===== src/hdl/pss_pkg.sv =====
// pss_pkg: shared constants, types and helpers of the plucked string synth
// no dependencies; imported by every module of the block but pss_ram

package pss_pkg;

	// ring geometry
	localparam int MAX_DELAY = 4096;
	localparam int ADDR_W    = $clog2(MAX_DELAY);
	localparam int LEN_W     = ADDR_W + 1;

	// fixed field widths
	localparam int SAMPLE_W   = 16;
	localparam int VEL_W      = 16;
	localparam int DL_W       = 13;
	localparam int DECAY_W    = 17;
	localparam int CFG_IDX_W  = 1;
	localparam int CFG_DATA_W = 17;
	localparam int PROD_W     = 2 * DECAY_W;

	// register reset values and saturation limits
	localparam logic [DL_W-1:0]    DL_RESET    = 13'd100;
	localparam logic [DECAY_W-1:0] DECAY_RESET = 17'd65274;
	localparam logic [DECAY_W-1:0] DECAY_ONE   = 17'd65536;
	localparam logic [VEL_W-1:0]   VEL_ONE     = 16'd32768;

	typedef enum logic [CFG_IDX_W-1:0] {
		REG_DELAY_LENGTH = 1'b0,
		REG_DECAY        = 1'b1
	} cfg_reg_t;

	typedef enum logic {
		OP_TICK  = 1'b0,
		OP_PLUCK = 1'b1
	} opcode_t;

	// effective ring settings derived from the config registers
	typedef struct packed {
		logic [LEN_W-1:0]   len;
		logic [ADDR_W-1:0]  last;
		logic [ADDR_W-1:0]  half;
		logic [DECAY_W-1:0] decay;
	} ring_cfg_t;

	// negative pluck level: minus the saturated velocity
	function automatic logic [SAMPLE_W-1:0] pluck_lo(input logic [VEL_W-1:0] vel);
		logic [VEL_W-1:0] v;
		v = (vel > VEL_ONE) ? VEL_ONE : vel;
		return SAMPLE_W'(-v);
	endfunction

	// positive pluck level: (32767 * v) >> 15, which is v - 1 for any nonzero v
	function automatic logic [SAMPLE_W-1:0] pluck_hi(input logic [VEL_W-1:0] vel);
		logic [VEL_W-1:0] v;
		v = (vel > VEL_ONE) ? VEL_ONE : vel;
		return (v == '0) ? '0 : SAMPLE_W'(v - 1'b1);
	endfunction

endpackage


===== src/hdl/pss_mix.sv =====
// pss_mix: two stage decayed average, (a + b) * decay >> 17 toward zero
// depends on pss_pkg

module pss_mix
	import pss_pkg::*;
(
	input  logic                clk,
	input  logic [SAMPLE_W-1:0] a,
	input  logic [SAMPLE_W-1:0] b,
	input  logic [DECAY_W-1:0]  decay,
	output logic [SAMPLE_W-1:0] result
);

	logic [SAMPLE_W:0]   sum;
	logic [SAMPLE_W:0]   mag;
	logic [SAMPLE_W:0]   mag_s1;
	logic                neg_s1;
	logic [PROD_W-1:0]   prod_s2;
	logic                neg_s2;
	logic [DECAY_W-1:0]  scaled;
	logic [DECAY_W-1:0]  scaled_neg;

	// sign extended sum and its magnitude
	always_comb begin
		sum = {a[SAMPLE_W-1], a} + {b[SAMPLE_W-1], b};
		mag = sum[SAMPLE_W] ? (SAMPLE_W+1)'(-sum) : sum;
	end

	// stage 1: magnitude, stage 2: product
	always_ff @(posedge clk) begin
		mag_s1  <= mag;
		neg_s1  <= sum[SAMPLE_W];
		prod_s2 <= PROD_W'(mag_s1) * PROD_W'(decay);
		neg_s2  <= neg_s1;
	end

	// scale down and restore the sign
	always_comb begin
		scaled     = prod_s2[PROD_W-1:PROD_W-DECAY_W];
		scaled_neg = -scaled;
		result     = neg_s2 ? scaled_neg[SAMPLE_W-1:0] : scaled[SAMPLE_W-1:0];
	end

endmodule


===== config.mk =====
export PLATFORM = sky130hd
export DESIGN_NAME = pss_mix
export DESIGN_NICKNAME = d
export VERILOG_FILES = /design/src/hdl/pss_pkg.sv /design/src/hdl/pss_mix.sv
export SDC_FILE = /design/constraint.sdc
export NUM_CORES = 1
export LEC_CHECK = 0
export ABC_AREA = 1
export ABC_CLOCK_PERIOD_IN_PS = 6650
export BUFFER_PORTS_ARGS = -buffer_cell sky130_fd_sc_hd__buf_4
export CAP_MARGIN = 40
export CORE_ASPECT_RATIO = 0.6
export CORE_MARGIN = 2
export CORE_UTILIZATION = 36
export DETAILED_ROUTE_END_ITERATION = 6
export PLACE_DENSITY_LB_ADDON = 0.15
export SLEW_MARGIN = 20
export SYNTH_ARGS = -nofsm -noshare
export SYNTH_HDL_FRONTEND = slang
export SYNTH_SLANG_ARGS = --single-unit

===== constraint.sdc =====
create_clock -name clk -period 6.65 [get_ports clk]
set_input_delay 0.3325 -clock clk [delete_from_list [all_inputs] [get_ports clk]]
set_output_delay 0.3325 -clock clk [all_outputs]
set_load 0.05 [all_outputs]

* After elaboration in Yosys (flattened, before gate mapping)
Index checks and enable logic that the tools add are counted.
Cells by class: mux-type cells 2, add/subtract/negate cells 3, $mul 1
Operator list (count):
- multiplier 17 x 17 -> 33 bit | 1
- two-way mux 16 bit | 2
- adder 16 x 16 -> 17 bit | 1
- negation 17 bit | 1
- negation 16 bit | 1
Word-level totals: input bits 50, register bits 52, logic and storage cells 11

* Longest topological paths before layout
Gate-level depths: netlist of run 1.
depth in word-level cells 3, depth in mapped cells 27

* Worst setup path after synthesis of run 1
Ideal clock, no wire load.
path kind input-to-reg, from input port decay[8], to register prod_s2[32], library setup time 0.112 ns, path slack 1.352 ns, data arrival time 5.186 ns, data required time 6.538 ns, stages on the path 24, path through clkbuf_1 -> clkbuf_1 -> nand2_1 -> fa_1 -> inv_1 -> fa_1 -> inv_1 -> fa_1 -> inv_1 -> fa_1 -> fa_1 -> inv_1 -> fa_1 -> inv_1 -> ha_1 -> a21oi_1 -> inv_1 -> a31oi_1 -> o21a_1 -> nand2_1 -> nand3_1 -> nand2_1 -> nand2_1 -> nand2_1
On the way: longest elaborated chain between the ends 1
Ends and longest elaborated chain:
- start, declared | RTL line pss_mix.sv:10 | input logic [DECAY_W-1:0] decay,
- multiplier 17 x 17 -> 33 bit | RTL line pss_mix.sv:33 | prod_s2 <= PROD_W'(mag_s1) * PROD_W'(decay);
- end signal, assigned | RTL line pss_mix.sv:33
- end, declared | RTL line pss_mix.sv:18 | logic [PROD_W-1:0] prod_s2;
No other way between the ends. A chain may end at the register's enable or synchronous reset.

* Final worst setup path of run 1
from register mag_s1[11], to register prod_s2[31]
On the way: longest elaborated chain between the ends 1
Ends and longest elaborated chain:
- start, declared | RTL line pss_mix.sv:16 | logic [SAMPLE_W:0] mag_s1;
- start signal, assigned | RTL line pss_mix.sv:31 | mag_s1 <= mag;
- multiplier 17 x 17 -> 33 bit | RTL line pss_mix.sv:33
No other way between the ends.

==> results.toml, run 1 <==
[route]
wirelength_met1_um = 18200
wl_per_cell_um = 15.4
routed_wl_um = 34700
vias_per_cell = 4.65
highest_layer = "met4"
firstDrtPassIters = 5
route.detailed.drc = 0
drt_iter0_markers = 655
ant_nets = 0
dr_wl_met3_um = 2350
met2_length_um = 13900
vias = 10500

[critical_path]
cp.arrival_ns = 6.37
critPathMaxFanout = 11
cp_slowest_stage_delay_ns = 0.75
setup.worst_path.class = "flip-flop to flip-flop"
reg2reg_to = "prod_s2[31]$_DFF_P_"
cpMaxStageDelayCell = "dfxtp_1"
rr_startpoint = "mag_s1[11]$_DFF_P_"
endpoint_kind = "flip-flop"
critical_path.cell_chain = "buf_4 > nand2_1 > fa_1 > fa_1 > fa_1 > inv_1 > fa_1 > fa_1 > inv_1 > fa_1 > inv_1 > ha_1 > nand2_1 > inv_1 > a21oi_1 > o21ai_0 > nand2_1 > nand3_1 > a21oi_1 > xor2_1"
required_ns = 6.88
start_kind = "flip-flop"
r2r_setup_slack_ns = 0.51
r2r_cells = 20
cpMostUsedCell = "fa_1"

[synth]
ys.flop_type = "dfxtp_1"
ys_seq_elements = 35
synth_edf_count = 0
syn_inst = 1770
syn_area_sq_mm = 0.0124
async_reset_ff_share_pct = 0
syn-num-nets = 2162
yosys_warnings = 0
seq_area_frac_synth_pct = 5.63
ys_top_cells_by_area = "fa_1 (36%), nand2_1 (15%), inv_1 (15%)"
synth_top_area_cell = "fa_1"
yosysTopAreaCellShare_pct = 35.7
synth_cell_types = 36
avgSynthCellArea_sq_um = 7.03

[cts]
cts_hold_buf = 0
insertion_delay_ns = 0.30
cts_tree = "built"
clk_pin_slew_worst_paths_ns = 0.07
htree_levels = 2
clock-root-buffer = "clkbuf_16"
clock-sinks = 35
cts_buffers = 5
ctsResizeCount = 0
post_cts.repair.setup_buffers = 0
clk_path_buf_depth = 2

[run]
maxCapViolCount = 0

[worst_hold_path]
holdPathStages = 2
holdPathEnd = "mag_s1[0]$_DFF_P_"
min_from = "b[0]"
worstHoldPathType = "input port to flip-flop"

[sta]
slew_violations = 0
max-slew-margin-rel_pct = 49.2
rsz0062_at_grt = "no"
period_needed_ns = 6.14
tightest_slew_ns = 0.753
finClkSkew_ns = 0.00598
max_freq_ghz = 0.163
fin_crit_sh_pct = 92.4
hold_viol_final = 0
final.setup.tns_ns = 0
finalSetupViolCount = 0

[global_route]
grt_pass1_wl_um = 57400
grt.overflow.total = 0
grt.total_usage_pct = 20.4
grt_pass1_vias = 10700
grt_max_degree = 18
antenna_found_initial = 0

[floorplan]
io_pins = 66
dieHeight_um = 148
initial_core_util_pct = 36.7
core_sq_mm = 0.0339
fp.dieW_um = 244
dieArea_sq_mm = 0.0361
rows = 52

[final_layout]
finalNetCount = 2181
fillers = 3614
stdcell_area_sq_mm = 0.0135
layout-drive-gt1-share_pct = 6.20
n_antenna_cell = 0
syn_to_final_growth_pct = 8.76

[place]
gp_congestion = 0.945
hpwl_um = 29500
dpl_cell_area_sq_mm = 0.0133
io_buffers = 65

[run_status]
status = "completed"
-- metal layers --
layer  GRT usage (%)  vias up
met5               0        -
met4            2.84        0
met3            3.23       14
met2            29.6      290
met1            32.1     5049
li1                -     5102
-- sequential cells by signal, summed over array words and instances (netlist names) --
register / cells
mag_s1: 17
prod_s2: 16
neg_s2: 1
neg_s1: 1
-- kinds of logic (layout without fill, tap and decap cells) --
family	count (synthesis)	after routing	share of synthesized area, %
simple gates	694	694	22.4
fa+ha+maj	342	342	47.8
flops	35	35	5.63
xor+xnor	43	43	3.03
compound gates	85	85	3.83
buf+inv	571	591	17.4
-- synth_stat cells, types with 2 or more instances --
| cell type | n |
|---|---|
| a21o_1 | 7 |
| a21oi_1 | 42 |
| and2_1 | 2 |
| buf_6 | 2 |
| clkbuf_1 | 68 |
| dfxtp_1 | 35 |
| fa_1 | 222 |
| ha_1 | 120 |
| inv_1 | 498 |
| nand2_1 | 506 |
| nand2_2 | 8 |
| nand3_1 | 66 |
| nand3_2 | 2 |
| nand4_1 | 7 |
| nor2_1 | 87 |
| nor2_2 | 4 |
| nor3_1 | 7 |
| o21a_1 | 3 |
| o21ai_0 | 25 |
| o21bai_1 | 2 |
| xnor2_1 | 9 |
| xor2_1 | 34 |
-- placed cells by master, fill, tap and decap left out, types with 2 or more instances in the layout --
cell type,count
nor2_2,4
nor3_1,7
clkbuf_16,5
nand3_1,66
o21a_1,3
o21ai_0,25
buf_4,81
nand3_2,2
nand4_1,7
a21o_1,7
xor2_1,34
fa_1,222
inv_1,498
nand2_1,506
ha_1,120
a21oi_1,42
xnor2_1,9
nand2_2,8
dfxtp_1,35
and2_1,2
buf_6,2
o21bai_1,2
nor2_1,87
-- cell type report --
cell class	instances	area (sq um)	share of cell area, %
tap	459	574	4.24
sequential	35	701	5.18
timing repair buffer	83	631	4.66
clock inverter	3	46.3	0.342
multi-input combinational	1164	9580	70.8
clock buffer	5	125	0.924
inverter	500	1880	13.9
-- worst max path at each step --
stage | start | end | cells past startpoint
global route | mag_s1[11]$_DFF_P_ | prod_s2[31]$_DFF_P_ | 20
CTS | mag_s1[11]$_DFF_P_ | prod_s2[31]$_DFF_P_ | 20
floorplan | decay[8] | prod_s2[32]$_DFF_P_ | 24
finish | mag_s1[11]$_DFF_P_ | prod_s2[31]$_DFF_P_ | 20
detailed placement | mag_s1[11]$_DFF_P_ | prod_s2[31]$_DFF_P_ | 20
global placement | mag_s1[11]$_DFF_P_ | prod_s2[31]$_DFF_P_ | 20
-- through the flow --
| step | cells | hold WS (ns) | utilization [%] | setup slack [ns] |
|---|---|---|---|---|
| after CTS | 2247 | 0.286 | 39.9 | 0.646 |
| after global routing | 2249 | 0.302 | 39.9 | 0.338 |
| final | 2249 | 0.286 | 39.9 | 0.506 |
| after floorplan | 1770 | 0.310 | - | 1.35 |
| after global placement | 2239 | 0.418 | 39.4 | 0.742 |
| after detailed placement | 2239 | 0.420 | 39.4 | 0.662 |
-- worst max-delay path: cells and delay by family (launching register included) --
family / cells / cell delay (ns)
compound gates: 3 / 0.73
xor+xnor: 1 / 0.15
fa+ha+maj: 7 / 3.39
buf+inv: 5 / 0.52
flops: 1 / 0.75
simple gates: 4 / 0.53
Power of run 1 is left out: the tool's default activity adds up to more than one toggle a clock period on the data nets, which glitch-free logic cannot reach.
==> run 2: changes to the inputs <==
--- a/config.mk
+++ b/config.mk
@@ -13,7 +13,7 @@
 export CORE_MARGIN = 2
 export CORE_UTILIZATION = 36
 export DETAILED_ROUTE_END_ITERATION = 6
-export PLACE_DENSITY_LB_ADDON = 0.15
+export PLACE_DENSITY = 0.63
 export SLEW_MARGIN = 20
 export SYNTH_ARGS = -nofsm -noshare
 export SYNTH_HDL_FRONTEND = slang
==> run 2 against run 1 <==
Effect of this change: critical path depth did not move; sequential share of layout area barely moved; register-to-register slack improved by 0.19 ns; wire length fell by 6.0%; count of clock-buffer cells in the layout rose by 3; first-iteration DRC count rose by 22%; largest cell class unchanged; sequential cell count did not move; critical endpoint unchanged.
==> results.toml, run 2 (synthesis results as in run 1) <==
[run_status]
status = "completed"

[sta]
slew_violations = 0
whs_ns = 0.337
fin_crit_sh_pct = 89.5
finClkSkew_ns = 0.00589
period_needed_ns = 5.95
hold_viol_final = 0
rsz0062_at_grt = "no"
tightest_slew_ns = 0.827
max_freq_ghz = 0.168
max-slew-margin-rel_pct = 44.3
final.setup.tns_ns = 0
finalSetupViolCount = 0

[run]
maxCapViolCount = 0

[worst_hold_path]
holdPathStages = 2
worstHoldPathType = "input port to flip-flop"

[final_layout]
n_antenna_cell = 0
regMostFlops = "mag_s1"
top_regs = "mag_s1 x17, prod_s2 x16"
layout_common_cells = "nand2_1 (506), inv_1 (498), fa_1 (222), ha_1 (120), nor2_1 (87)"
largest_register_ffs = 17
fillers = 3476
layout-drive-gt1-share_pct = 5.78
finalNetCount = 2174
syn_to_final_growth_pct = 8.22
mostFrequentLayoutCell = "nand2_1"

[floorplan]
dieArea_sq_mm = 0.0361
rows = 52
io_pins = 66
core_sq_mm = 0.0339
dieHeight_um = 148
initial_core_util_pct = 36.7
fp.dieW_um = 244

[place]
hpwl_um = 28200
io_buffers = 65
gp_congestion = 0.914

[route]
vias = 10600
ant_nets = 0
drt_iter0_markers = 797
vias_per_cell = 4.71
route.detailed.drc = 0
firstDrtPassIters = 6
wl_per_cell_um = 14.5
routed_wl_um = 32600

[critical_path]
cp.arrival_ns = 6.17
critPathBufInv = 5
endpoint_kind = "flip-flop"
cpMaxStageDelayCell = "dfxtp_1"
critPathTopFamily = "adder cells"
r2r_cells = 20
cpMostUsedCell = "fa_1"
cp_slowest_stage_delay_ns = 0.57
critPathMaxFanout = 10
setup.worst_path.class = "flip-flop to flip-flop"
critical_path.cell_chain = "buf_4 > nand2_1 > fa_1 > fa_1 > fa_1 > inv_1 > fa_1 > fa_1 > inv_1 > fa_1 > inv_1 > ha_1 > nand2_1 > inv_1 > a21oi_1 > o21ai_0 > nand2_1 > nand3_1 > a21oi_1 > xor2_1"
required_ns = 6.87
start_kind = "flip-flop"
crit_cells = 20

[cts]
clk_pin_slew_worst_paths_ns = 0.06
htree_levels = 2
cts_tree = "built"
post_cts.repair.setup_buffers = 0
cts_hold_buf = 0
cts_buffers = 5
clock-root-buffer = "clkbuf_16"
clock-sinks = 35
clk_path_buf_depth = 2
insertion_delay_ns = 0.29
ctsResizeCount = 0

[global_route]
grt_pass1_wl_um = 55300
antenna_found_initial = 0
grt.total_usage_pct = 19.1
grt_max_degree = 18
grt.overflow.total = 0
grt_pass1_vias = 10900
run 2: worst paths after layout:
check	startpoint	end	slack, ns
hold / removal	b[0]	mag_s1[0]$_DFF_P_	0.34
hold reg to reg	neg_s1$_DFF_P_	neg_s2$_DFF_P_	0.42
setup / recovery	mag_s1[12]$_DFF_P_	prod_s2[31]$_DFF_P_	0.70
setup reg to reg	mag_s1[12]$_DFF_P_	prod_s2[31]$_DFF_P_	0.70
run 2: final cells by class:
type | count | area, sq um | share of cell area (%)
Inverter | 500 | 1880 | 13.9
Timing Repair Buffer | 76 | 578 | 4.29
Tap cell | 459 | 574 | 4.26
Sequential cell | 35 | 701 | 5.20
Multi-Input combinational cell | 1164 | 9580 | 71.1
Clock buffer | 8 | 156 | 1.16
run 2: metal layers:
layer	track usage, %	up-vias	wire, um
met2	28.4	364	13400
met5	0	-	0
met3	2.90	19	2560
li1	-	5091	-
met1	29.5	5079	16400
met4	2.84	0	238
run 2: per-stage QoR:
stage,setup slack (ns),utilization [%],instances,area [sq um]
floorplan,1.35,-,1770,12400
global placement,0.806,39.2,2233,13300
detailed placement,0.747,39.2,2233,13300
CTS,0.740,39.7,2241,13500
global route,0.521,39.7,2242,13500
finish,0.695,39.7,2242,13500
Power of run 2 is left out for the same reason.
