**src/hdl/pss_pkg.sv**
```systemverilog
// pss_pkg: shared constants, types and helpers of the plucked string synth
// no dependencies; imported by every module of the block but pss_ram

package pss_pkg;

	// ring geometry
	localparam int MAX_DELAY = 4096;
	localparam int ADDR_W    = $clog2(MAX_DELAY);
	localparam int LEN_W     = ADDR_W + 1;

	// fixed field widths
	localparam int SAMPLE_W   = 16;
	localparam int VEL_W      = 16;
	localparam int DL_W       = 13;
	localparam int DECAY_W    = 17;
	localparam int CFG_IDX_W  = 1;
	localparam int CFG_DATA_W = 17;
	localparam int PROD_W     = 2 * DECAY_W;

	// register reset values and saturation limits
	localparam logic [DL_W-1:0]    DL_RESET    = 13'd100;
	localparam logic [DECAY_W-1:0] DECAY_RESET = 17'd65274;
	localparam logic [DECAY_W-1:0] DECAY_ONE   = 17'd65536;
	localparam logic [VEL_W-1:0]   VEL_ONE     = 16'd32768;

	typedef enum logic [CFG_IDX_W-1:0] {
		REG_DELAY_LENGTH = 1'b0,
		REG_DECAY        = 1'b1
	} cfg_reg_t;

	typedef enum logic {
		OP_TICK  = 1'b0,
		OP_PLUCK = 1'b1
	} opcode_t;

	// effective ring settings derived from the config registers
	typedef struct packed {
		logic [LEN_W-1:0]   len;
		logic [ADDR_W-1:0]  last;
		logic [ADDR_W-1:0]  half;
		logic [DECAY_W-1:0] decay;
	} ring_cfg_t;

	// negative pluck level: minus the saturated velocity
	function automatic logic [SAMPLE_W-1:0] pluck_lo(input logic [VEL_W-1:0] vel);
		logic [VEL_W-1:0] v;
		v = (vel > VEL_ONE) ? VEL_ONE : vel;
		return SAMPLE_W'(-v);
	endfunction

	// positive pluck level: (32767 * v) >> 15, which is v - 1 for any nonzero v
	function automatic logic [SAMPLE_W-1:0] pluck_hi(input logic [VEL_W-1:0] vel);
		logic [VEL_W-1:0] v;
		v = (vel > VEL_ONE) ? VEL_ONE : vel;
		return (v == '0) ? '0 : SAMPLE_W'(v - 1'b1);
	endfunction

endpackage

```
**src/hdl/pss_cfg.sv**
```systemverilog
// pss_cfg: configuration registers and the clamped ring settings
// depends on pss_pkg

module pss_cfg
	import pss_pkg::*;
(
	input  logic                  clk,
	input  logic                  arst_n,
	input  logic                  cfg_valid,
	output logic                  cfg_ready,
	input  logic [CFG_IDX_W-1:0]  cfg_index,
	input  logic [CFG_DATA_W-1:0] cfg_data,
	output ring_cfg_t             rcfg
);

	logic [DL_W-1:0]    dl_q;
	logic [DECAY_W-1:0] decay_q;
	logic [LEN_W-1:0]   len;
	logic [LEN_W-1:0]   len_m1;

	assign cfg_ready = 1'b1;

	// register writes
	always_ff @(posedge clk or negedge arst_n) begin
		if (!arst_n) begin
			dl_q    <= DL_RESET;
			decay_q <= DECAY_RESET;
		end else if (cfg_valid) begin
			case (cfg_reg_t'(cfg_index))
				REG_DELAY_LENGTH: dl_q    <= cfg_data[DL_W-1:0];
				REG_DECAY:        decay_q <= cfg_data[DECAY_W-1:0];
				default:          ;
			endcase
		end
	end

	// clamp length to 2..MAX_DELAY, saturate decay at one
	always_comb begin
		if (32'(dl_q) < 32'd2) begin
			len = LEN_W'(2);
		end else if (32'(dl_q) > 32'(MAX_DELAY)) begin
			len = LEN_W'(MAX_DELAY);
		end else begin
			len = LEN_W'(dl_q);
		end
		len_m1     = len - 1'b1;
		rcfg.len   = len;
		rcfg.last  = len_m1[ADDR_W-1:0];
		rcfg.half  = len[LEN_W-1:1];
		rcfg.decay = (decay_q > DECAY_ONE) ? DECAY_ONE : decay_q;
	end

endmodule

```
**config.mk**
```make
export PLATFORM = sky130hd
export DESIGN_NAME = pss_cfg
export DESIGN_NICKNAME = d
export VERILOG_FILES = /design/src/hdl/pss_pkg.sv /design/src/hdl/pss_cfg.sv
export SDC_FILE = /design/constraint.sdc
export NUM_CORES = 1
export LEC_CHECK = 0
export BUFFER_PORTS_ARGS = -buffer_cell sky130_fd_sc_hd__buf_2
export CAP_MARGIN = 5
export CELL_PAD_IN_SITES_DETAIL_PLACEMENT = 1
export CELL_PAD_IN_SITES_GLOBAL_PLACEMENT = 2
export CORE_MARGIN = 1
export CORE_UTILIZATION = 28
export DETAILED_ROUTE_END_ITERATION = 6
export PLACE_DENSITY = 0.75
export SYNTH_ARGS = -nofsm -noshare
export SYNTH_HDL_FRONTEND = slang
export SYNTH_SLANG_ARGS = --single-unit
```
**constraint.sdc**
```tcl
create_clock -name clk -period 3.42 [get_ports clk]
set_input_delay 0.684 -clock clk [delete_from_list [all_inputs] [get_ports clk]]
set_output_delay 0.684 -clock clk [all_outputs]
set_load 0.01 [all_outputs]
```
# ---- Word-level counts from Yosys, hierarchy flattened
# Cells that the tools add are included.
dict set report op_classes {
  add_sub_neg 1
  bitwise 1
  reduce_logical 2
  magnitude_cmp 3
  n_mux 3
}
# cell n
set op_table {}
lappend op_table {{two-way mux 13 bit} 2}
lappend op_table {{> comparator 17 bit, second input constant} 1}
lappend op_table {{two-way mux 17 bit} 1}
lappend op_table {{> comparator 13 bit, second input constant} 1}
lappend op_table {{less-than comparator 13 x 2 -> 1 bit, second input constant} 1}
lappend op_table {{subtractor 12 x 1 -> 12 bit, second input constant} 1}
lappend op_table {{AND reduction 2 bit} 2}
lappend op_table {{inverter 1 bit} 1}
dict set report word_totals {
  input_bits 21
  register_bits 30
  out_inout_bits 55
  elab_cells 12
}

# ---- Longest topological paths before layout
# Gate-level depths: netlist of the first run.
dict set report depth {
  word_depth 4
  depth_mapped 8
  ltp_nobuf 7
}

# ---- Worst setup path after synthesis of the first run
# Ideal clock, no wire load.
dict set report synth_timing {
  path_type {flip-flop to output port}
  from {reg dl_q[7]}
  to {out rcfg[33] (netlist bit)}
  n_path_buf 1
  path_slack_ns 0.309
  stages_incl_launch_ff 8
  arrival_ns 2.427
  t_required_ns 2.736
  cell_sequence {dfrtp_1 > clkbuf_1 > nor3_2 > nand2_1 > o311ai_0 > ha_1 > inv_1 > a221o_1}
}
# element line_no
set synth_rtl {}
lappend synth_rtl {{start, declared} pss_cfg.sv:16} ;# logic [DL_W-1:0] dl_q;
lappend synth_rtl {{start signal, assigned} pss_cfg.sv:30} ;# REG_DELAY_LENGTH: dl_q <= cfg_data[DL_W-1:0];
lappend synth_rtl {{end, declared} pss_cfg.sv:13} ;# output ring_cfg_t rcfg

==> impl_metrics.env, run 1 <==
export IMPL_finalSetupViolCount=0
export IMPL_ys_seq_area_frac=0.420
export IMPL_min_period_ns=3.21
export IMPL_fp_row_count=29
export IMPL_grt_pass1_wl_um=7910
export IMPL_final_common_cell="buf_2"
export IMPL_crit_path_start_kind="flop"
export IMPL_cts_hold_buf=0
export IMPL_cts_tree="built"
export IMPL_end_kind="output pin"
export IMPL_synthArstFlopShare=1.00
export IMPL_synth_largest_area_cell="dfstp_2"
export IMPL_cts_max_path_buffers=2
export IMPL_avgSynthCellArea_um2=10.7
export IMPL_ys_ff_latch=30
export IMPL_antennaDiodeCount=0
export IMPL_grt_overflow=0
export IMPL_final_period_utilization=0.939
export IMPL_drt_initial_drc_count=49
export IMPL_cp_data_required_time_ns=2.74
export IMPL_worstPathMaxFanout=7
export IMPL_die_area_um2=6880
export IMPL_nFillCells=745
export IMPL_numCtsBuffers=5
export IMPL_nets=256
export IMPL_netlist_top_cells_area="dfstp_2 23%, dfrtp_1 19%, mux2_2 18%"
export IMPL_syn_area_um2=1830
export IMPL_drv_cap=0
export IMPL_portBuffers=74
export IMPL_worst_pin_slew_ns=0.845
export IMPL_clock_fmax_mhz=311
export IMPL_fin_tns_setup_ns=0
export IMPL_peakVddDrop_v=0.000264
export IMPL_critical_path_class="flop to output pin"
export IMPL_p_leak_nw=1.03
export IMPL_maxSlewViolCount=0
export IMPL_drive_gt1_frac=0.574
export IMPL_postSynthCellCount=172
export IMPL_drcViolationCount=0
export IMPL_fin_area_um2=2280
export IMPL_clk_root_buffer_cell="clkbuf_8"
export IMPL_final_cell_mix="74 x buf_2, 29 x mux2_2, 27 x nor2b_1"
export IMPL_die_w_um=82.9
export IMPL_grt_max_degree=31
export IMPL_firstDrtPassIters=4
export IMPL_worst_r2r_cell_count=1
export IMPL_slew_headroom=0.429
export IMPL_gp_routability_congestion=0.768
export IMPL_hpwl_um=3640
export IMPL_htreeDepth=2
export IMPL_postPlaceCellArea_um2=2180
export IMPL_rsz0062_at_grt="no"
export IMPL_clk_pin_slew_ns=0.07
export IMPL_insertion_delay_ns=0.27
export IMPL_grt_usage=0.141
export IMPL_synth_top_area_share=0.229
export IMPL_crit_arrival_ns=2.53
export IMPL_numClockSinks=30
export IMPL_antenna_found_initial=0
export IMPL_pwr_density_cell_nw_per_um2=516
export IMPL_cts_setup_buffers=0
export IMPL_initial_utilization=0.289
export IMPL_synth_edff_count=0
export IMPL_ios=76
export IMPL_route_vias_total=1527
export IMPL_ant_nets=0
export IMPL_yosys_warnings=0
export IMPL_viasPerCell=4.89
export IMPL_min_path_type="input port to async pin"
export IMPL_routed_wl_um=4670
export IMPL_ys_types=43
export IMPL_grt_pass1_vias=1563
export IMPL_finClkSkew_ns=0
export IMPL_hold_viol=0
export IMPL_wire_per_inst_um=15.0
export IMPL_synth_nets=194
export IMPL_status="complete, no violations"
export IMPL_synth_flop_cell="dfstp_2"
export IMPL_core_region_area_um2=6350
export IMPL_area_growth_pct=24.1
export IMPL_die_h_um=82.9
==> power breakdown <==
part / leakage, nW / internal [W] / switching (W) / total [W]
clock: 0.0395 / 0.000144 / 0.000122 / 0.000266
combinational: 0.654 / 0.000199 / 0.000212 / 0.000412
sequential: 0.333 / 0.000429 / 0.0000673 / 0.000496
total: 1.03 / 0.000773 / 0.000401 / 0.00117
==> per-layer routing <==
metal | vias to the layer above | part of all wire | track usage | wire [um]
met1 | 760 | 0.46 | 0.182 | 2160
met4 | 0 | 0.0021 | 0.0345 | 10
li1 | 730 | - | - | -
met5 | - | 0 | 0 | 0
met3 | 2 | 0.044 | 0.0368 | 205
met2 | 35 | 0.49 | 0.236 | 2300
==> flip-flops by register name (all words and copies together) (netlist names) <==
| register | count |
|---|---|
| dl_q | 13 |
| decay_q | 17 |
==> stage by stage <==
step           hold slack [ns]  instances  setup slack [ns]  power (W)   util
2_1_floorplan            0.388        172             0.309   0.000769      -
3_3_place_gp             0.511        304             0.423   0.000909  0.344
3_5_place_dp             0.516        304             0.283   0.000915  0.344
4_1_cts                  0.451        312            0.0241    0.00119  0.358
5_1_grt                  0.484        312            0.0150    0.00126  0.358
6_report                 0.433        312             0.208    0.00117  0.358
==> repair_timing <==
action                                  CTS  global route
endpoints found under the setup margin    1             3
gates cloned                              0             0
gates resized for setup                   2             2
endpoints found under the hold margin     0             0
==> area by class of cell <==
cell class	count	area, um2	share of cell area
Clock buffer	8	80.1	0.0352
Sequential cell	30	771	0.339
Tap cell	77	96.3	0.0423
Timing Repair Buffer	78	400	0.176
Multi-Input combinational cell	115	913	0.401
Inverter	4	15.0	0.00660
==> critical path, stage by stage, from the launching register on <==
cell and delay, ns:
dfrtp_1 0.47, nor2_1 0.33, nand2_1 0.13, o311ai_1 0.38
ha_2 0.34, inv_1 0.12, nor2_1 0.19, a221o_1 0.18
buf_2 0.12
==> synth_stat cells, types with 2 or more instances <==
library cell  count
mux2_2           29
nor2b_1          27
dfstp_2          16
dfrtp_1          14
buf_4            13
clkbuf_1          6
nor2_1            6
nor4_1            5
inv_1             4
nand2_1           4
nor3_1            4
buf_2             3
nand4_1           3
a21oi_1           2
a311o_1           2
a41oi_1           2
nand3_1           2
nand4b_1          2
o21a_1            2
o21ai_0           2
or3_1             2
==> path summary, 6_finish.rpt <==
| path | startpoint | to | slack (ns) |
|---|---|---|---|
| min in group clk | decay_q[8]$_DFFE_PN0P_ | decay_q[8]$_DFFE_PN0P_ | 0.52 |
| worst max register to register | decay_q[16]$_DFFE_PN0P_ | decay_q[16]$_DFFE_PN0P_ | 2.53 |
| worst min-delay path | arst_n | decay_q[16]$_DFFE_PN0P_ | 0.43 |
| max in group asynchronous | arst_n | dl_q[3]$_DFFE_PN0P_ | 2.57 |
| worst max-delay path | dl_q[10]$_DFFE_PN0P_ | rcfg[33] | 0.21 |
| worst min register to register | decay_q[8]$_DFFE_PN0P_ | decay_q[8]$_DFFE_PN0P_ | 0.52 |
==> cells by family (layout without fill, tap and decap cells) <==
kind of cell    Yosys count  in the layout  synth area share
simple gates             61             61             0.201
flops                    30             30             0.420
mux                      29             29             0.178
buf+inv                  27             90            0.0880
compound gates           22             22            0.0989
fa+ha+maj                 1              1           0.00682
other cells               1              1           0.00204
xor+xnor                  1              1           0.00478
Power figures use the tool's default switching activity.
==> inputs of run 2 (changes only) <==
--- a/config.mk
+++ b/config.mk
@@ -10,9 +10,10 @@
 export CELL_PAD_IN_SITES_DETAIL_PLACEMENT = 1
 export CELL_PAD_IN_SITES_GLOBAL_PLACEMENT = 2
 export CORE_MARGIN = 1
-export CORE_UTILIZATION = 28
+export CORE_UTILIZATION = 29
+export CTS_BUF_LIST = sky130_fd_sc_hd__clkbuf_4 sky130_fd_sc_hd__clkbuf_8
 export DETAILED_ROUTE_END_ITERATION = 6
-export PLACE_DENSITY = 0.75
+export PLACE_DENSITY = 0.78
 export SYNTH_ARGS = -nofsm -noshare
 export SYNTH_HDL_FRONTEND = slang
 export SYNTH_SLANG_ARGS = --single-unit
==> run 2 against run 1 <==
- hold slack gained 0.0018 ns
- fmax increased by 1.9%
- clock skew stayed put
- cell area grew 0.22%
- count of clock-buffer cells in the layout did not move
- sequential share of layout area down 0.074 points
==> impl_metrics.env, run 2 (synthesis results as in run 1) <==
export IMPL_ant_nets=0
export IMPL_path_buf_inv=3
export IMPL_fin_tns_setup_ns=0
export IMPL_min_path_type="input port to async pin"
export IMPL_crit_arrival_ns=2.47
export IMPL_numCtsBuffers=5
export IMPL_antenna_found_initial=0
export IMPL_grt_pass1_vias=1482
export IMPL_rsz0062_at_grt="no"
export IMPL_rrSetupSlack_ns=2.52
export IMPL_die_area_um2=6650
export IMPL_core_region_area_um2=6030
export IMPL_htreeDepth=2
export IMPL_postPlaceCellArea_um2=2180
export IMPL_grt_pass1_wl_um=7750
export IMPL_final_period_utilization=0.921
export IMPL_slowest_delay_ns=0.44
export IMPL_peakVddDrop_v=0.000271
export IMPL_rr_endpoint="dl_q[0]$_DFFE_PN0P_"
export IMPL_path_cells="nor3_1 > buf_4 > a41oi_1 > or2_2 > ha_2 > inv_1 > nor2_1 > a221o_1 > buf_2"
export IMPL_cts_max_path_buffers=2
export IMPL_clock_fmax_mhz=317
export IMPL_min_period_ns=3.15
export IMPL_stdcell_count=310
export IMPL_die_w_um=81.5
export IMPL_firstDrtPassIters=4
export IMPL_final_common_cell="buf_2"
export IMPL_grt_overflow=0
export IMPL_nets=256
export IMPL_die_h_um=81.5
export IMPL_worstPathMaxFanout=11
export IMPL_numClockSinks=30
export IMPL_hold_viol=0
export IMPL_viasPerCell=4.95
export IMPL_regMostFlops="decay_q"
export IMPL_finClkSkew_ns=0
export IMPL_worst_r2r_cell_count=1
export IMPL_crit_start="dl_q[4]$_DFFE_PN0P_"
export IMPL_p_leak_nw=1.04
export IMPL_fp_row_count=28
export IMPL_clk_root_buffer_cell="clkbuf_8"
export IMPL_slew_headroom=0.438
export IMPL_clk_pin_slew_ns=0.06
export IMPL_end_kind="output pin"
export IMPL_crit_path_start_kind="flop"
export IMPL_cts_setup_buffers=0
export IMPL_grt_max_degree=31
export IMPL_gp_routability_congestion=0.761
export IMPL_status="complete, no violations"
export IMPL_insertion_delay_ns=0.28
export IMPL_final_util=0.379
export IMPL_cts_resized=0
export IMPL_cts_hold_buf=0
export IMPL_final_cell_mix="74 x buf_2, 29 x mux2_2, 27 x nor2b_1"
export IMPL_portBuffers=74
export IMPL_routed_wl_um=4730
export IMPL_r2r_start="dl_q[0]$_DFFE_PN0P_"
export IMPL_initial_utilization=0.304
export IMPL_drt_initial_drc_count=70
export IMPL_hpwl_um=3670
export IMPL_reg_top3="decay_q: 17 flops, dl_q: 13 flops"
export IMPL_drcViolationCount=0
export IMPL_fin_area_um2=2280
export IMPL_pwr_density_cell_nw_per_um2=525
export IMPL_dp_cells=302
export IMPL_grt_usage=0.154
export IMPL_slowest_stage="dfrtp_1"
export IMPL_drv_cap=0
export IMPL_cp_data_required_time_ns=2.74
export IMPL_worst_pin_slew_ns=0.832
export IMPL_critical_path_class="flop to output pin"
export IMPL_path_delay_family="simple AND/OR/NAND/NOR gates"
export IMPL_antennaDiodeCount=0
export IMPL_finalSetupViolCount=0
export IMPL_ios=76
export IMPL_maxSlewViolCount=0
export IMPL_drive_gt1_frac=0.591
export IMPL_largest_reg_flops=17
export IMPL_wire_per_inst_um=15.3
export IMPL_area_growth_pct=24.4
export IMPL_route_vias_total=1534
export IMPL_cts_tree="built"
## run 2: cell counts in the layout (fill, tap and decap cells not counted)
No cell type changed its count.
## run 2: layout make-up
class / count / area [um2]
tap: 75 / 93.8
sequential: 30 / 771
inverter: 4 / 15.0
clock buffer: 8 / 91.3
timing repair buffer: 78 / 400
fill: 729 / 3740
multi-input combinational: 115 / 910
## run 2: worst max path at each step
stage | to | slack [ns] | cells after the start
floorplan | rcfg[33] | 0.31 | 7
global placement | rcfg[33] | 0.48 | 8
detailed placement | rcfg[33] | 0.37 | 7
CTS | rcfg[33] | 0.06 | 8
global route | rcfg[33] | 0.04 | 9
finish | rcfg[33] | 0.27 | 9
## run 2: power by group
part | leakage [nW] | internal, W | switching (W) | total, W
Sequential | 0.333 | 0.000429 | 0.0000691 | 0.000498
Clock | 0.0498 | 0.000168 | 0.000122 | 0.000290
Combinational | 0.652 | 0.000199 | 0.000210 | 0.000409
Total | 1.04 | 0.000796 | 0.000401 | 0.00120
## run 2: through the flow
step	hold slack, ns	setup WS (ns)	total power, W
after floorplan	0.388	0.309	0.000769
after global placement	0.512	0.480	0.000911
after detailed placement	0.522	0.368	0.000918
after CTS	0.444	0.0617	0.00121
after global routing	0.483	0.0396	0.00129
final	0.435	0.269	0.00120
## run 2: per-layer routing
| metal | up-vias | global-route usage | part of all wire |
|---|---|---|---|
| met1 | 752 | 0.212 | 0.48 |
| li1 | 729 | - | - |
| met4 | 0 | 0.0482 | 0.012 |
| met3 | 7 | 0.0333 | 0.044 |
| met5 | - | 0 | 0 |
| met2 | 46 | 0.239 | 0.46 |
==> inputs of run 3 (changes only) <==
--- a/config.mk
+++ b/config.mk
@@ -13,6 +13,7 @@
 export CORE_UTILIZATION = 29
 export CTS_BUF_LIST = sky130_fd_sc_hd__clkbuf_4 sky130_fd_sc_hd__clkbuf_8
 export DETAILED_ROUTE_END_ITERATION = 6
+export MAX_ROUTING_LAYER = met4
 export PLACE_DENSITY = 0.78
 export SYNTH_ARGS = -nofsm -noshare
 export SYNTH_HDL_FRONTEND = slang
==> run 3 against run 2 <==
- routed wire length down 0.46%
- combinational power about the same
- core utilization is the same
- sequential share of layout area unchanged
- clock power about the same
- global-route usage up 0.42 points
- critical path depth is the same
- register-to-register slack about the same
- flip-flop and latch count did not move
- hold slack got worse by 0.0037 ns
==> impl_metrics.env, run 3 (synthesis results as in run 1) <==
export IMPL_stdcell_count=310
export IMPL_peakVddDrop_v=0.000270
export IMPL_area_growth_pct=24.4
export IMPL_numClockSinks=30
export IMPL_drt_initial_drc_count=59
export IMPL_hold_viol=0
export IMPL_antennaDiodeCount=0
export IMPL_crit_arrival_ns=2.46
export IMPL_grt_max_degree=31
export IMPL_reg_top3="decay_q: 17 flops, dl_q: 13 flops"
export IMPL_nets=256
export IMPL_critical_path_class="flop to output pin"
export IMPL_finClkSkew_ns=0
export IMPL_dp_cells=302
export IMPL_grt_pass1_vias=1491
export IMPL_cts_hold_buf=0
export IMPL_cp_endpoint="rcfg[33]"
export IMPL_slew_headroom=0.448
export IMPL_crit_start="dl_q[4]$_DFFE_PN0P_"
export IMPL_worst_r2r_cell_count=1
export IMPL_clk_pin_slew_ns=0.06
export IMPL_die_area_um2=6650
export IMPL_cts_tree="built"
export IMPL_final_period_utilization=0.921
export IMPL_combPwrFrac=0.342
export IMPL_grt_usage=0.158
export IMPL_postPlaceCellArea_um2=2180
export IMPL_drcViolationCount=0
export IMPL_htreeDepth=2
export IMPL_drive_gt1_frac=0.591
export IMPL_firstDrtPassIters=4
export IMPL_p_leak_nw=1.04
export IMPL_wire_per_inst_um=15.2
export IMPL_r2r_start="dl_q[0]$_DFFE_PN0P_"
export IMPL_fin_tns_setup_ns=0
export IMPL_pre_cts_ws_ns=0.368
export IMPL_ant_nets=0
export IMPL_die_h_um=81.5
export IMPL_insertion_delay_ns=0.27
export IMPL_route_vias_total=1530
export IMPL_clock_fmax_mhz=318
export IMPL_clk_root_buffer_cell="clkbuf_8"
export IMPL_regMostFlops="decay_q"
export IMPL_fin_area_um2=2280
export IMPL_gp_routability_congestion=0.771
export IMPL_power_switching_w=0.000400
export IMPL_met3_usage=0.0311
export IMPL_maxSlewViolCount=0
export IMPL_use_met1=0.211
export IMPL_setup_ws_ns=0.271
export IMPL_die_w_um=81.5
export IMPL_pwr_share_seq=0.417
export IMPL_antenna_found_initial=0
export IMPL_status="complete, no violations"
export IMPL_min_period_ns=3.15
export IMPL_cts_max_path_buffers=2
export IMPL_end_kind="output pin"
export IMPL_clkPwrFrac=0.242
export IMPL_routed_wl_um=4710
export IMPL_worstPathMaxFanout=11
export IMPL_final_util=0.379
export IMPL_pwr_density_cell_nw_per_um2=524
export IMPL_busiest_layer="met2"
export IMPL_viasPerCell=4.94
export IMPL_rr_endpoint="dl_q[0]$_DFFE_PN0P_"
export IMPL_grt_overflow=0
export IMPL_initial_utilization=0.304
export IMPL_grt_pass1_wl_um=7740
export IMPL_min_path_type="input port to async pin"
export IMPL_use_met2=0.241
export IMPL_final_cell_mix="74 x buf_2, 29 x mux2_2, 27 x nor2b_1"
export IMPL_portBuffers=74
export IMPL_core_region_area_um2=6030
export IMPL_p_int_w=0.000796
export IMPL_fp_row_count=28
export IMPL_largest_reg_flops=17
export IMPL_drv_cap=0
export IMPL_final_common_cell="buf_2"
export IMPL_ios=76
export IMPL_finalSetupViolCount=0
export IMPL_numCtsBuffers=5
export IMPL_swShare=0.335
export IMPL_cp_data_required_time_ns=2.74
export IMPL_rrSetupSlack_ns=2.52
export IMPL_worst_pin_slew_ns=0.818
export IMPL_crit_path_start_kind="flop"
export IMPL_hpwl_um=3670
export IMPL_rsz0062_at_grt="no"
-- run 3: worst max-delay path: stages (launching register included) --
cell and delay [ns]:
dfrtp_1 0.44, nor3_1 0.21, buf_4 0.20, a41oi_1 0.14, or2_2 0.31, ha_2 0.23
inv_1 0.14, nor2_1 0.08, a221o_1 0.29, buf_2 0.14
-- run 3: worst min-delay path by stage --
stage / start / end / slack (ns) / cells after the start
3_5_place_dp: decay_q[8]$_DFFE_PN0P_ / decay_q[8]$_DFFE_PN0P_ / 0.52 / 1
3_3_place_gp: decay_q[0]$_DFFE_PN0P_ / decay_q[0]$_DFFE_PN0P_ / 0.51 / 1
4_1_cts: arst_n / dl_q[7]$_DFFE_PN0P_ / 0.44 / 1
5_1_grt: arst_n / decay_q[0]$_DFFE_PN0P_ / 0.48 / 1
6_report: arst_n / decay_q[0]$_DFFE_PN0P_ / 0.43 / 1
2_1_floorplan: arst_n / decay_q[0]$_DFFE_PN0P_ / 0.39 / 0
-- run 3: through the flow --
step	hold WS, ns	total power, W
floorplan	0.388	0.000769
global placement	0.512	0.000911
detailed placement	0.522	0.000918
CTS	0.444	0.00121
global route	0.479	0.00129
finish	0.431	0.00120
-- run 3: metal layers --
metal  part of all wire  wire [um]
met5                  0          0
met3              0.041        192
met1               0.48       2250
met4              0.012         56
met2               0.47       2210
-- run 3: layout make-up --
| class | instances | area (um2) |
|---|---|---|
| well taps | 75 | 93.8 |
| flip-flops and latches | 30 | 771 |
| fillers | 729 | 3740 |
| clock buffers | 8 | 91.3 |
| repair buffers | 78 | 400 |
| inverters | 4 | 15.0 |
| multi-input cells | 115 | 910 |
-- run 3: power by group through the flow --
stage | clock network [W] | registers [W] | logic, W
floorplan | 0 | 0.000471 | 0.000298
global placement | 0 | 0.000501 | 0.000411
detailed placement | 0 | 0.000503 | 0.000415
CTS | 0.000301 | 0.000497 | 0.000416
global route | 0.000318 | 0.000510 | 0.000458
finish | 0.000289 | 0.000498 | 0.000409
-- run 3: what timing repair did --
item	CTS	global route
resized for setup	0	4
setup endpoints to repair	0	5
setup buffers	0	0
